$ cat config.mk
export PLATFORM = sky130hd
export DESIGN_NAME = tbc_cell
export DESIGN_NICKNAME = d
export VERILOG_FILES = /design/src/design/tbc_pkg.sv /design/src/design/tbc_cell.sv
export SDC_FILE = /design/constraint.sdc
export NUM_CORES = 1
export LEC_CHECK = 0
export ABC_CLOCK_PERIOD_IN_PS = 18300
export BUFFER_PORTS_ARGS = -buffer_cell sky130_fd_sc_hd__buf_2
export CAP_MARGIN = 30
export CORE_AREA = 2 2 237 239
export CTS_CLUSTER_DIAMETER = 30
export CTS_CLUSTER_SIZE = 24
export DETAILED_ROUTE_END_ITERATION = 7
export DIE_AREA = 0 0 239 241
export GPL_TIMING_DRIVEN = 0
export PLACE_DENSITY = 0.38
export SKIP_CTS_REPAIR_TIMING = 1
export SYNTH_ARGS = -nofsm -noshare
export SYNTH_HDL_FRONTEND = slang
export SYNTH_SLANG_ARGS = --single-unit
$ cat constraint.sdc
create_clock -name clk -period 18.3 [get_ports clk]
set_input_delay 0.915 -clock clk [delete_from_list [all_inputs] [get_ports clk]]
set_output_delay 0.915 -clock clk [all_outputs]
set_load 0.02 [all_outputs]
$ cat src/design/tbc_pkg.sv
// shared types and constants of the translation block cache
package tbc_pkg;

  localparam int unsigned TAG_W   = 64;
  localparam int unsigned HDL_W   = 32;
  localparam int unsigned SIZE_W  = 27;
  localparam int unsigned USES_W  = 8;
  localparam int unsigned EV_W    = 7;
  localparam int unsigned CNT32_W = 32;
  localparam int unsigned BYTES_W = 33;
  localparam int unsigned ACT_W   = 2;
  localparam int unsigned CFG_IDX_W  = 1;
  localparam int unsigned CFG_DATA_W = 27;
  localparam int unsigned IN_W  = 128;
  localparam int unsigned OUT_W = 136;

  localparam logic [ACT_W-1:0] ACT_LOOKUP = 2'd0;
  localparam logic [ACT_W-1:0] ACT_INSERT = 2'd1;
  localparam logic [ACT_W-1:0] ACT_CLEAR  = 2'd2;
  // spare code, changes nothing
  localparam logic [ACT_W-1:0] ACT_NOP    = 2'd3;

  localparam logic [CFG_IDX_W-1:0] CFG_CAPACITY  = 1'd0;
  localparam logic [CFG_IDX_W-1:0] CFG_THRESHOLD = 1'd1;

  localparam logic [SIZE_W-1:0] CAPACITY_RESET  = 27'd1048576;
  localparam logic [USES_W-1:0] THRESHOLD_RESET = 8'd3;

  typedef struct packed {
    logic              valid;
    logic [TAG_W-1:0]  tag;
    logic [HDL_W-1:0]  handle;
    logic [SIZE_W-1:0] bytes;
    logic [USES_W-1:0] uses;
    logic              hot;
  } entry_t;

  typedef enum logic [2:0] {
    CC_HOLD,
    CC_CLEAR,
    CC_MTF,
    CC_REMOVE,
    CC_EVICT,
    CC_PUSH
  } cell_cmd_t;

endpackage

$ cat src/design/tbc_cell.sv
// one cache cell: one entry of the recency ordered list
module tbc_cell #(
  parameter int unsigned IDX = 0,
  parameter int unsigned AW  = 6
) (
  input  logic                 clk,
  input  logic                 rst,
  input  tbc_pkg::cell_cmd_t   cmd,
  input  logic [AW-1:0]        pos,
  input  logic [63:0]          key,
  input  tbc_pkg::entry_t      new_ent,
  input  tbc_pkg::entry_t      prev_ent,
  input  tbc_pkg::entry_t      next_ent,
  output tbc_pkg::entry_t      ent,
  output logic                 match
);
  import tbc_pkg::*;

  localparam logic [AW-1:0] ME = AW'(IDX);

  assign match = ent.valid && (ent.tag == key);

  always_ff @(posedge clk) begin
    if (rst) begin
      ent.valid <= 1'b0;
      ent.hot   <= 1'b0;
    end else begin
      case (cmd)
        CC_CLEAR: begin
          ent.valid <= 1'b0;
          ent.hot   <= 1'b0;
        end
        CC_MTF: begin
          // hit entry to the front, those ahead of it move back one
          if (IDX == 0) ent <= new_ent;
          else if (ME <= pos) ent <= prev_ent;
        end
        CC_REMOVE: begin
          if (ME >= pos) ent <= next_ent;
        end
        CC_EVICT: begin
          if (ME == pos) begin
            ent.valid <= 1'b0;
            ent.hot   <= 1'b0;
          end
        end
        CC_PUSH: begin
          if (IDX == 0) ent <= new_ent;
          else ent <= prev_ent;
        end
        default: begin
        end
      endcase
    end
  end

endmodule

==> parameters.txt, run 1 <==
Parameter                              Value

Clock tree
  CTS max path bufs ... 2
  Clk Latency, worst-skew pair ... about 470 ps
  Num Clock Sinks ... between 100 and 150
  TritonCTS clock tree ... done
  Inserted Clock Buffers ... 17
  Number of levels in the clock H-tree ... 4
  CTS clock-pin slew for the worst setup and hold paths ... 60 ps
  Cell at the root of the clock tree ... sky130_fd_sc_hd__clkbuf_16

Synth
  Library cell with the largest summed area after synthesis ... sky130_fd_sc_hd__edfxtp_1
  Cells after Synth ... 419
  Total nets after synthesis ... ~900
  Portion of the post-synthesis area used by sequential elements ... a little under three fifths
  Synth Warn # ... 0
  Share of the synthesized area in the top cell type ... between 50% and 60%
  Compound-gate portion of the synthesized area ... 3.576%
  Count of cell types in the netlist ... 35
  Post-synthesis instance area ... 6998 um2
  Average size of a mapped cell ... 16.70 um2
  Multiplexer share of the synthesized area ... roughly a quarter
  Synthesized flop and latch total ... 133
  Top cells by area in the synthesized netlist ... sky130_fd_sc_hd__edfxtp_1 (56%), sky130_fd_sc_hd__mux2_4 (19%), sky130_fd_sc_hd__mux2_2 (6.6%), sky130_fd_sc_hd__xnor2_1 (3.9%), sky130_fd_sc_hd__buf_12 (2.9%)
  Adder-cell share of the synthesized area ... 0%
  Simple-Gate Fraction of Synth Area ... 3.808%
  Main combinational cell family by area after synthesis ... multiplexers
  Xor-xnor portion of the synthesized cell area ... 5.257%

Run status
  Run status ... finished, final reports clean

Critical path
  Max stage delay on crit path ... about 410 ps
  Largest fanout of any net on the critical path ... 1
  Arrival time of data at the critical path endpoint ... 2690 ps
  Endpoint required time on the critical path ... between 15000 and 20000 ps
  Cell family contributing the most delay on the critical path ... simple AND/OR/NAND/NOR gates
  Cell with the biggest individual delay on the critical path ... sky130_fd_sc_hd__nor4_1
  Cells traversed along the worst timing path ... buf_2, xnor2_1, nand4_1, nor4_1, nand4_1, nor4_1, buf_2
  Crit path kind ... primary input to output port
  Element type at the critical path start ... primary input
  Crit. End Element ... output port
  Buf+Inv Stages, Crit Path ... 2

STA
  Number of slew-limit violations in the final report ... 0
  Final Hold Slack ... 611.3 ps
  Max-slew headroom ... 41.84%
  Tightest Pin Transition ... roughly 870 ps
  Setup repair after global routing missed its margin ... false
  Setup Viol. Count Final ... 0
  Skew final ... 0 ps
  Tcrit/Tclk final ... 19.69%
  Setup TNS ... 0 ps
  Achievable Freq ... 277.5 MHz
  Number of endpoints with negative hold slack in the final report ... 0
  Final period demand of the worst path ... 3604 ps
  Least setup slack across all paths after layout ... about 15000 ps

Power
  IR Drop Worst-Case VDD ... 65.78 uV
  Power density relative to cell area ... 82.77 nW/um2
  Sw Ratio ... 27.02%
  Leakage power total ... between 4 and 5 nW
  Fraction of power consumed by sequential logic ... 40.7%
  Total internal power ... 0.0006594 W
  Fraction of power consumed by the clock network ... 40.4%
  Net switching power figure ... 0.0002441 W
  Combinational share of power ... 18.8%

Floorplan
  Placeable Area ... around 55000 um2
  Die Width ... 239 um
  Die height ... 241 um
  Count of boundary I/O pins ... 608
  Initial Utilization ... 12.75%
  Full die area ... 57600 um2
  Number of core rows ... 86

Detailed routing
  Drt via density ... 3.348
  Final Routed Wirelength ... around 28 mm
  Post-route ant nets ... 0
  Total iterations of the first detailed-routing run ... 4
  Violation count after the first detailed-routing iteration ... 147
  Number of vias after detailed routing ... 5461
  Wire length per cell ... ~17 um
  Detailed-route DRC error count ... 0

Layout
  Post-layout util ... 19.89%
  Top flop regs ... ent (133)
  Share of cells above drive strength 1 ... 71.17%
  Biggest register ... ent
  Top library cells by usage in the layout, fill and taps aside ... sky130_fd_sc_hd__buf_2 (473), sky130_fd_sc_hd__edfxtp_1 (131), sky130_fd_sc_hd__mux2_4 (90)
  Layout Nets ... around 1400
  Signed area change from the synthesized netlist to the final layout ... 55.98%
  Area of the multi-input gates ... about 2700 um2
  Filler Cells Inserted ... 6034
  Final instance area ... 10920 um2
  Footprint of the flip-flops and latches ... approximately 4000 um2
  Number of flip-flops in the largest register ... 133
  Leading cell type in the layout, fill and taps excluded ... sky130_fd_sc_hd__buf_2

Job
  Max-cap viol count ... 0

Placed design
  HPWL after detailed placement ... 22.98 mm
  Input/output buffers ... 471
  Placement Setup Slack ... ~15000 ps
  Final Wtd Congestion ... 0.7954
  Instance area at placement ... ~10000 um2

Global routing
  Wire length of the first global-routing pass ... 37.89 mm
  Maximum number of pins on one net before global-route repair ... 29
  Via count of the first global-routing pass ... 5659
  Global-route usage over all layers ... 9.592%
  Total gr overflow ... 0
  Initial antenna violation count ... 6

Min path
  HP Class ... register to register
==> synthesized netlist by cell type <==
cell type and n:
sky130_fd_sc_hd__a21oi_4 1, sky130_fd_sc_hd__nor3_1 2, sky130_fd_sc_hd__nand2_1 4, sky130_fd_sc_hd__mux2_4 90, sky130_fd_sc_hd__o22ai_1 5, sky130_fd_sc_hd__xnor2_1 31
sky130_fd_sc_hd__o2bb2ai_1 2, sky130_fd_sc_hd__nor2_4 1, sky130_fd_sc_hd__mux2_2 41, sky130_fd_sc_hd__a22o_1 1, sky130_fd_sc_hd__nor2b_4 1, sky130_fd_sc_hd__a221oi_1 4
sky130_fd_sc_hd__a22oi_1 1, sky130_fd_sc_hd__nor4_1 6, sky130_fd_sc_hd__a222oi_1 1, sky130_fd_sc_hd__nand2b_1 9, sky130_fd_sc_hd__nand4_1 10, sky130_fd_sc_hd__nor2_1 9
sky130_fd_sc_hd__nor4_2 1, sky130_fd_sc_hd__a41oi_1 1, sky130_fd_sc_hd__o32ai_1 1, sky130_fd_sc_hd__a21oi_1 3, sky130_fd_sc_hd__buf_12 10, sky130_fd_sc_hd__a311oi_1 1
sky130_fd_sc_hd__edfxtp_1 131, sky130_fd_sc_hd__a221oi_2 1, sky130_fd_sc_hd__nand2b_4 1, sky130_fd_sc_hd__dfxtp_1 2, sky130_fd_sc_hd__buf_4 5, sky130_fd_sc_hd__o21ai_0 3
sky130_fd_sc_hd__o221ai_1 2, sky130_fd_sc_hd__o2111ai_1 4, sky130_fd_sc_hd__xor2_1 11, sky130_fd_sc_hd__buf_2 2, sky130_fd_sc_hd__inv_1 21
==> layer usage <==
| layer | up-vias | share of wire, % | wire length, um | track usage, % |
|---|---|---|---|---|
| met3 | 29 | 8.2 | 2330 | 4.015 |
| met4 | 4 | 2.0 | 576 | 3.523 |
| li1 | 2605 | - | - | - |
| met1 | 2553 | 40 | 11220 | 10.49 |
| met5 | - | 0.095 | 27 | 0 |
| met2 | 270 | 50 | 14130 | 16.60 |
==> cell type report <==
class | count | area share (%)
Timing Repair Buffer | 475 | 22.33
Clock buffer | 18 | 3.932
Tap cell | 704 | 8.070
Sequential cell | 133 | 36.41
Clock inverter | 14 | 1.467
Multi-Input combinational cell | 248 | 24.78
Antenna cell | 1 | 0.02293
Inverter | 21 | 0.7221
Buffer | 17 | 2.270
==> logic make-up after synthesis <==
family	Yosys count
AOI/OAI and AO/OA	31
xor gates and xnor gates	42
buffers and inverters	38
DFF	133
muxes	131
and+or+nand+nor	44
==> metrics by stage <==
stage | std cells | total power (W)
floorplan | 419 | 0.0004697
global placement | 1594 | 0.0005501
detailed placement | 1598 | 0.0005498
CTS | 1630 | 0.0009308
global route | 1631 | 0.0009470
finish | 1631 | 0.0009035
==> worst register-to-register path: cells and delay by family (launching register included) <==
family           cells  cell delay [ps]
AO/OA/AOI/OAI        1              200
AND/OR/NAND/NOR      1               90
flip-flops           1              540
==> power groups by stage <==
stage               Sequential [W]  Clock (W)  Combinational, W
global route              0.000370   0.000393          0.000184
finish                    0.000368   0.000365          0.000170
CTS                       0.000368   0.000387          0.000176
global placement          0.000379          0          0.000172
detailed placement        0.000375          0          0.000175
floorplan                 0.000398          0         0.0000721
==> worst paths after layout <==
path                  from  endpoint  slack, ps  cells after the start
setup / recovery    key[9]     match      14700                      7
hold / removal      ent[0]    ent[0]        610                      2
setup reg to reg  ent[132]  ent[132]      17370                      2
hold reg to reg     ent[0]    ent[0]        610                      2
(Power assumes the default switching activity.)
==> run 2, diff against run 1 <==
Settings changed: ABC_CLOCK_PERIOD_IN_PS 18300 to 3600, CORE_AREA 2 2 237 239 to 2 2 238 240, DIE_AREA 0 0 239 241 to 0 0 240 242, PLACE_DENSITY 0.38 to 0.37.
Clock period 18.3 ns to 3.6 ns, I/O delays scaled along.
==> run 2 against run 1 <==
Compared with the run above: wire length increased by 6.9%; clock power increased to 4.6 times the previous value; non-clock buffer count increased by 211; worst hold slack got worse by 590 ps; worst setup slack got worse by 14000 ps; highest routed layer unchanged; sequential share of layout area decreased by 5.9 points; critical path depth decreased by 1; flip-flop and latch count unchanged; sequential power increased to 5.1 times the previous value; register-to-register slack got worse by 15000 ps; clock-buffer cell count increased by 3.
==> parameters.txt, run 2 (synthesis gave the netlist of run 1 again) <==
Parameter                              Value

Layout
  Filler Cells Inserted ... 6047
  Count of inserted antenna diode cells ... 0
  Number of flip-flops in the largest register ... 133
  Layout Nets ... approximately 1600
  Biggest register ... ent
  Top library cells by usage in the layout, fill and taps aside ... sky130_fd_sc_hd__buf_2 (473), sky130_fd_sc_hd__dlygate4sd3_1 (210), sky130_fd_sc_hd__edfxtp_1 (131)
  Non-filler instance count after layout ... 1890
  Leading cell type in the layout, fill and taps excluded ... sky130_fd_sc_hd__buf_2
  Signed area change from the synthesized netlist to the final layout ... 86.41%
  Top flop regs ... ent (133)
  Share of cells above drive strength 1 ... 57.58%

Power
  Fraction of power consumed by the clock network ... 36.2%
  Leakage power total ... 5.707 nW
  Fraction of power consumed by sequential logic ... roughly 40%
  Total internal power ... 0.003459 W
  IR Drop Worst-Case VDD ... 331.5 uV
  Combinational share of power ... 23.5%
  Net switching power figure ... approximately 0.0012 W
  Power density relative to cell area ... 356.8 nW/um2
  Sw Ratio ... between 20% and 30%

STA
  Number of slew-limit violations in the final report ... 0
  Setup Viol. Count Final ... 0
  Number of endpoints with negative hold slack in the final report ... 0
  Final period demand of the worst path ... approximately 2700 ps
  Tcrit/Tclk final ... between 70 and 80%
  Achievable Freq ... 366.7 MHz
  Skew final ... 0 ps
  Setup TNS ... 0 ps
  Max-slew headroom ... 52.11%
  Setup repair after global routing missed its margin ... false
  Tightest Pin Transition ... approximately 710 ps

Min path
  HP Class ... primary input to register

Critical path
  Register-to-register path setup slack ... between 2000 and 3000 ps
  Reg2Reg Depth ... 2
  Element type at the critical path start ... register
  Largest fanout of any net on the critical path ... 2
  Cells traversed along the worst timing path ... xnor2_1, nand4_1, nor4_1, nand4_1, nor4_1, buf_2
  Arrival time of data at the critical path endpoint ... 2550 ps
  Crit path kind ... register to output port
  Capture instance of the worst register-to-register path ... ent[132]
  Cell with the biggest individual delay on the critical path ... sky130_fd_sc_hd__edfxtp_1
  Worst setup endpoint ... match
  Worst r2r src ... ent[132]
  First element of the critical path ... ent[111]
  Max stage delay on crit path ... between 400 and 500 ps
  Endpoint required time on the critical path ... about 3400 ps
  Crit. End Element ... output port

Clock tree
  Clk Latency, worst-skew pair ... 460 ps
  Inserted Clock Buffers ... 17
  Num Clock Sinks ... 133
  CTS max path bufs ... 2
  TritonCTS clock tree ... done
  Cell at the root of the clock tree ... sky130_fd_sc_hd__clkbuf_16
  CTS clock-pin slew for the worst setup and hold paths ... 60 ps
  Number of levels in the clock H-tree ... 4

Detailed routing
  Wire length per cell ... around 16 um
  Detailed-route DRC error count ... 0
  Post-route ant nets ... 0
  Drt via density ... 3.367
  Number of vias after detailed routing ... 6364
  Total iterations of the first detailed-routing run ... 4
  Final Routed Wirelength ... 30.25 mm
  Violation count after the first detailed-routing iteration ... 153

Floorplan
  Number of core rows ... 87
  Initial Utilization ... 12.56%
  Placeable Area ... between 50000 and 60000 um2
  Die height ... roughly 240 um
  Count of boundary I/O pins ... 608
  Die Width ... 240 um
  Full die area ... 58080 um2

Global routing
  Total gr overflow ... 0
  Wire length of the first global-routing pass ... 38.58 mm
  Maximum number of pins on one net before global-route repair ... 30
  Initial antenna violation count ... 4
  Global-route usage over all layers ... under 10%
  Via count of the first global-routing pass ... 5818

Placed design
  HPWL after detailed placement ... 23.11 mm
  Final Wtd Congestion ... 0.8078
  Placed cell count ... about 1700
  Input/output buffers ... 471

Run status
  Run status ... finished, final reports clean

Job
  Max-cap viol count ... 0
==> run 2: cell count changes in the layout (fill, tap and decap cells not counted) <==
cell,previous run,this run
sky130_fd_sc_hd__buf_16,0,1
sky130_fd_sc_hd__bufinv_16,3,2
sky130_fd_sc_hd__clkbuf_1,1,4
sky130_fd_sc_hd__clkinv_1,2,3
sky130_fd_sc_hd__clkinv_4,1,0
sky130_fd_sc_hd__clkinvlp_4,4,0
sky130_fd_sc_hd__diode_2,1,0
sky130_fd_sc_hd__dlygate4sd3_1,0,210
sky130_fd_sc_hd__inv_6,1,0
==> run 2: final cells by class <==
type | count | area (um2) | share of cell area [%]
Buffer | 17 | 247.7 | 1.899
Clock buffer | 21 | 440.4 | 3.376
Clock inverter | 8 | 86.33 | 0.6618
Inverter | 21 | 78.83 | 0.6043
Multi-Input combinational cell | 248 | 2705 | 20.74
Sequential cell | 133 | 3974 | 30.46
Tap cell | 756 | 945.9 | 7.251
Timing Repair Buffer | 686 | 4567 | 35.01
==> run 2: how the worst min path moves through the flow <==
stage | startpoint | end | slack, ps | cells past startpoint
2_1_floorplan | rst | ent[0] | 360 | 3
3_3_place_gp | cmd[0] | ent[0] | 430 | 2
3_5_place_dp | cmd[0] | ent[0] | 430 | 2
4_1_cts | cmd[0] | ent[0] | -100 | 2
5_1_grt | next_ent[50] | ent[50] | -5 | 2
6_report | new_ent[116] | ent[116] | 20 | 2
==> run 2: per-layer routing <==
metal	part of all wire (%)	global-route usage, %
met5	0.14	0
met4	2.8	4.403
met3	7.7	4.034
met2	50	16.26
met1	39	10.33
==> run 2: power groups by stage <==
stage / logic (W) / clock network, W / registers [W]
finish: 0.00109 / 0.00168 / 0.00188
CTS: 0.000882 / 0.00178 / 0.00188
floorplan: 0.000367 / 0 / 0.00201
global route: 0.00117 / 0.00184 / 0.00189
global placement: 0.000865 / 0 / 0.00192
detailed placement: 0.000878 / 0 / 0.00191
==> run 2: critical path, delay by kind of cell, from the launching register on <==
family | cells | cell delay [ps]
xor+xnor | 1 | 160
buf+inv | 1 | 230
simple gates | 4 | 1250
flops | 1 | 440
==> run 2: through the flow <==
stage / hold WS [ps] / total power, W / setup slack [ps] / cell area (um2) / utilization (%)
after floorplan: 356.8 / 0.002380 / 411.0 / 7005 / -
after CTS: -99.39 / 0.004546 / 743.0 / 10940 / 19.63
after detailed placement: 434.0 / 0.002792 / 969.9 / 10420 / 18.69
after global placement: 431.4 / 0.002785 / -1321 / 10310 / 18.50
after global routing: -5.099 / 0.004899 / 679.9 / 13050 / 23.41
final: 23.77 / 0.004655 / 873.1 / 13050 / 23.41
==> run 3, diff against run 2 <==
Settings changed: ABC_CLOCK_PERIOD_IN_PS 3600 to 2500, CORE_AREA 2 2 238 240 to 2 2 237 239, DIE_AREA 0 0 240 242 to 0 0 239 241, PLACE_DENSITY 0.37 to 0.39.
Clock period 3.6 ns to 2.5 ns, I/O delays scaled along.
==> run 3 against run 2 <==
Compared with the run above: combinational power is 54% higher; worst hold slack improved by 7.1 ps; largest power group is now clock; via count increased by 2.5%; wire length is 1.3% higher; clock power rose by 62%; utilization grew 1.4 points; cell count is 0.21% higher.
==> parameters.txt, run 3 (synthesis gave the netlist of run 1 again) <==
Parameter                              Value

Run status
  Run status ... finished, final reports clean

Global routing
  Total gr overflow ... 0
  Global-route usage over all layers ... 9.527%
  Via count of the first global-routing pass ... 5710
  Wire length of the first global-routing pass ... 37.65 mm
  Maximum number of pins on one net before global-route repair ... 31
  Initial antenna violation count ... 2

Detailed routing
  Total iterations of the first detailed-routing run ... 5
  Final Routed Wirelength ... 30.64 mm
  Drt via density ... about 3.4
  Number of vias after detailed routing ... 6524
  Wire length per cell ... between 15 and 20 um
  Detailed-route DRC error count ... 0
  Violation count after the first detailed-routing iteration ... 172
  Post-route ant nets ... 0

Critical path
  Cell with the biggest individual delay on the critical path ... sky130_fd_sc_hd__dlygate4sd3_1
  Endpoint required time on the critical path ... between 2000 and 3000 ps
  Cells traversed along the worst timing path ... dlygate4sd3_1, buf_4, nor2b_4, a21oi_4, buf_12, buf_12, mux2_4, dlygate4sd3_1
  Buf+Inv Stages, Crit Path ... 5
  Max stage delay on crit path ... 600 ps
  Crit. End Element ... register
  Largest fanout of any net on the critical path ... 10
  Cell family contributing the most delay on the critical path ... buffers and inverters
  Crit path kind ... primary input to register
  Element type at the critical path start ... primary input
  Arrival time of data at the critical path endpoint ... 2690 ps

Floorplan
  Die height ... 241 um
  Placeable Area ... ~55000 um2
  Full die area ... roughly 58000 um2
  Number of core rows ... 86
  Count of boundary I/O pins ... a little over 600
  Initial Utilization ... about an eighth
  Die Width ... 239 um

STA
  Max-slew headroom ... 49.42%
  Tightest Pin Transition ... 756.9 ps
  Setup repair after global routing missed its margin ... true
  Final period demand of the worst path ... between 2000 and 2500 ps
  Achievable Freq ... 402.2 MHz
  Tcrit/Tclk final ... 99.45%
  Number of endpoints with negative hold slack in the final report ... 0
  Skew final ... 0 ps
  Setup Viol. Count Final ... 0
  Number of slew-limit violations in the final report ... 0

Min path
  HP Class ... primary input to register

Layout
  Biggest register ... ent
  Signed area change from the synthesized netlist to the final layout ... 94.73%
  Share of cells above drive strength 1 ... 56.18%
  Top flop regs ... ent (133)
  Layout Nets ... 1650
  Non-filler instance count after layout ... 1894
  Leading cell type in the layout, fill and taps excluded ... sky130_fd_sc_hd__buf_2
  Top library cells by usage in the layout, fill and taps aside ... sky130_fd_sc_hd__buf_2 (472), sky130_fd_sc_hd__dlygate4sd3_1 (262), sky130_fd_sc_hd__edfxtp_1 (131)
  Number of flip-flops in the largest register ... 133

Clock tree
  CTS clock-pin slew for the worst setup and hold paths ... 60 ps
  Cell at the root of the clock tree ... sky130_fd_sc_hd__clkbuf_16
  TritonCTS clock tree ... done
  CTS max path bufs ... 2
  Number of levels in the clock H-tree ... 4
  Inserted Clock Buffers ... 17
  Clk Latency, worst-skew pair ... approximately 480 ps
  Num Clock Sinks ... 133

Placed design
  Final Wtd Congestion ... slightly above 0.9
  Input/output buffers ... 471
  Placed cell count ... 1598
  HPWL after detailed placement ... 23.09 mm

Power
  Leakage power total ... 5.979 nW
  Power density relative to cell area ... 521.0 nW/um2
  IR Drop Worst-Case VDD ... 499.8 uV
  Post-layout total power ... ~0.007 W

Job
  Max-cap viol count ... 0
[run 3: final cells by class]
type,count,area [um2]
Fill cell,5840,41250
Clock buffer,18,429.2
Timing Repair Buffer,738,5070
Antenna cell,1,2.502
Tap cell,704,880.8
Sequential cell,133,3974
Multi-Input combinational cell,248,2759
Clock inverter,14,185.2
Buffer,17,247.7
Inverter,21,78.83
[run 3: metrics by stage]
step	setup slack, ps	util, %	TNS, ps	hold WS, ps	instance area [um2]
finish	13.64	24.83	0	30.88	13630
detailed placement	-209.4	18.85	-11040	390.8	10340
global placement	-2317	18.70	-299950	390.0	10260
global route	-235.9	24.83	-382.7	7.501	13620
CTS	-371.7	19.97	-371.7	-155.5	10960
floorplan	-583.2	-	-76400	301.8	7024
[run 3: worst register-to-register path, delay by kind of cell, from the launching register on]
family	cells	cell delay, ps
AO/OA/AOI/OAI	2	230
buffers and inverters	1	550
flip-flops	1	310
[run 3: worst paths after layout]
path / start / depth (start not counted) / endpoint / slack [ps]
worst max-delay path: cmd[0] / 8 / ent[76] / 10
worst min-delay path: next_ent[125] / 2 / ent[125] / 30
worst min register to register: ent[132] / 2 / ent[132] / 620
worst max register to register: ent[0] / 3 / ent[0] / 1300
[run 3: per-layer routing]
metal | global-route usage (%) | up-vias | part of all wire (%)
li1 | - | 3133 | -
met1 | 9.653 | 3047 | 38
met2 | 17.03 | 307 | 52
met3 | 3.763 | 37 | 7.5
met4 | 4.754 | 0 | 2.6
met5 | 0 | - | 0
[run 3: report_power, final]
group          switching (W)  internal, W
Clock                0.00106      0.00166
Sequential         0.0000731      0.00263
Combinational       0.000677      0.00100
Total                0.00181      0.00529
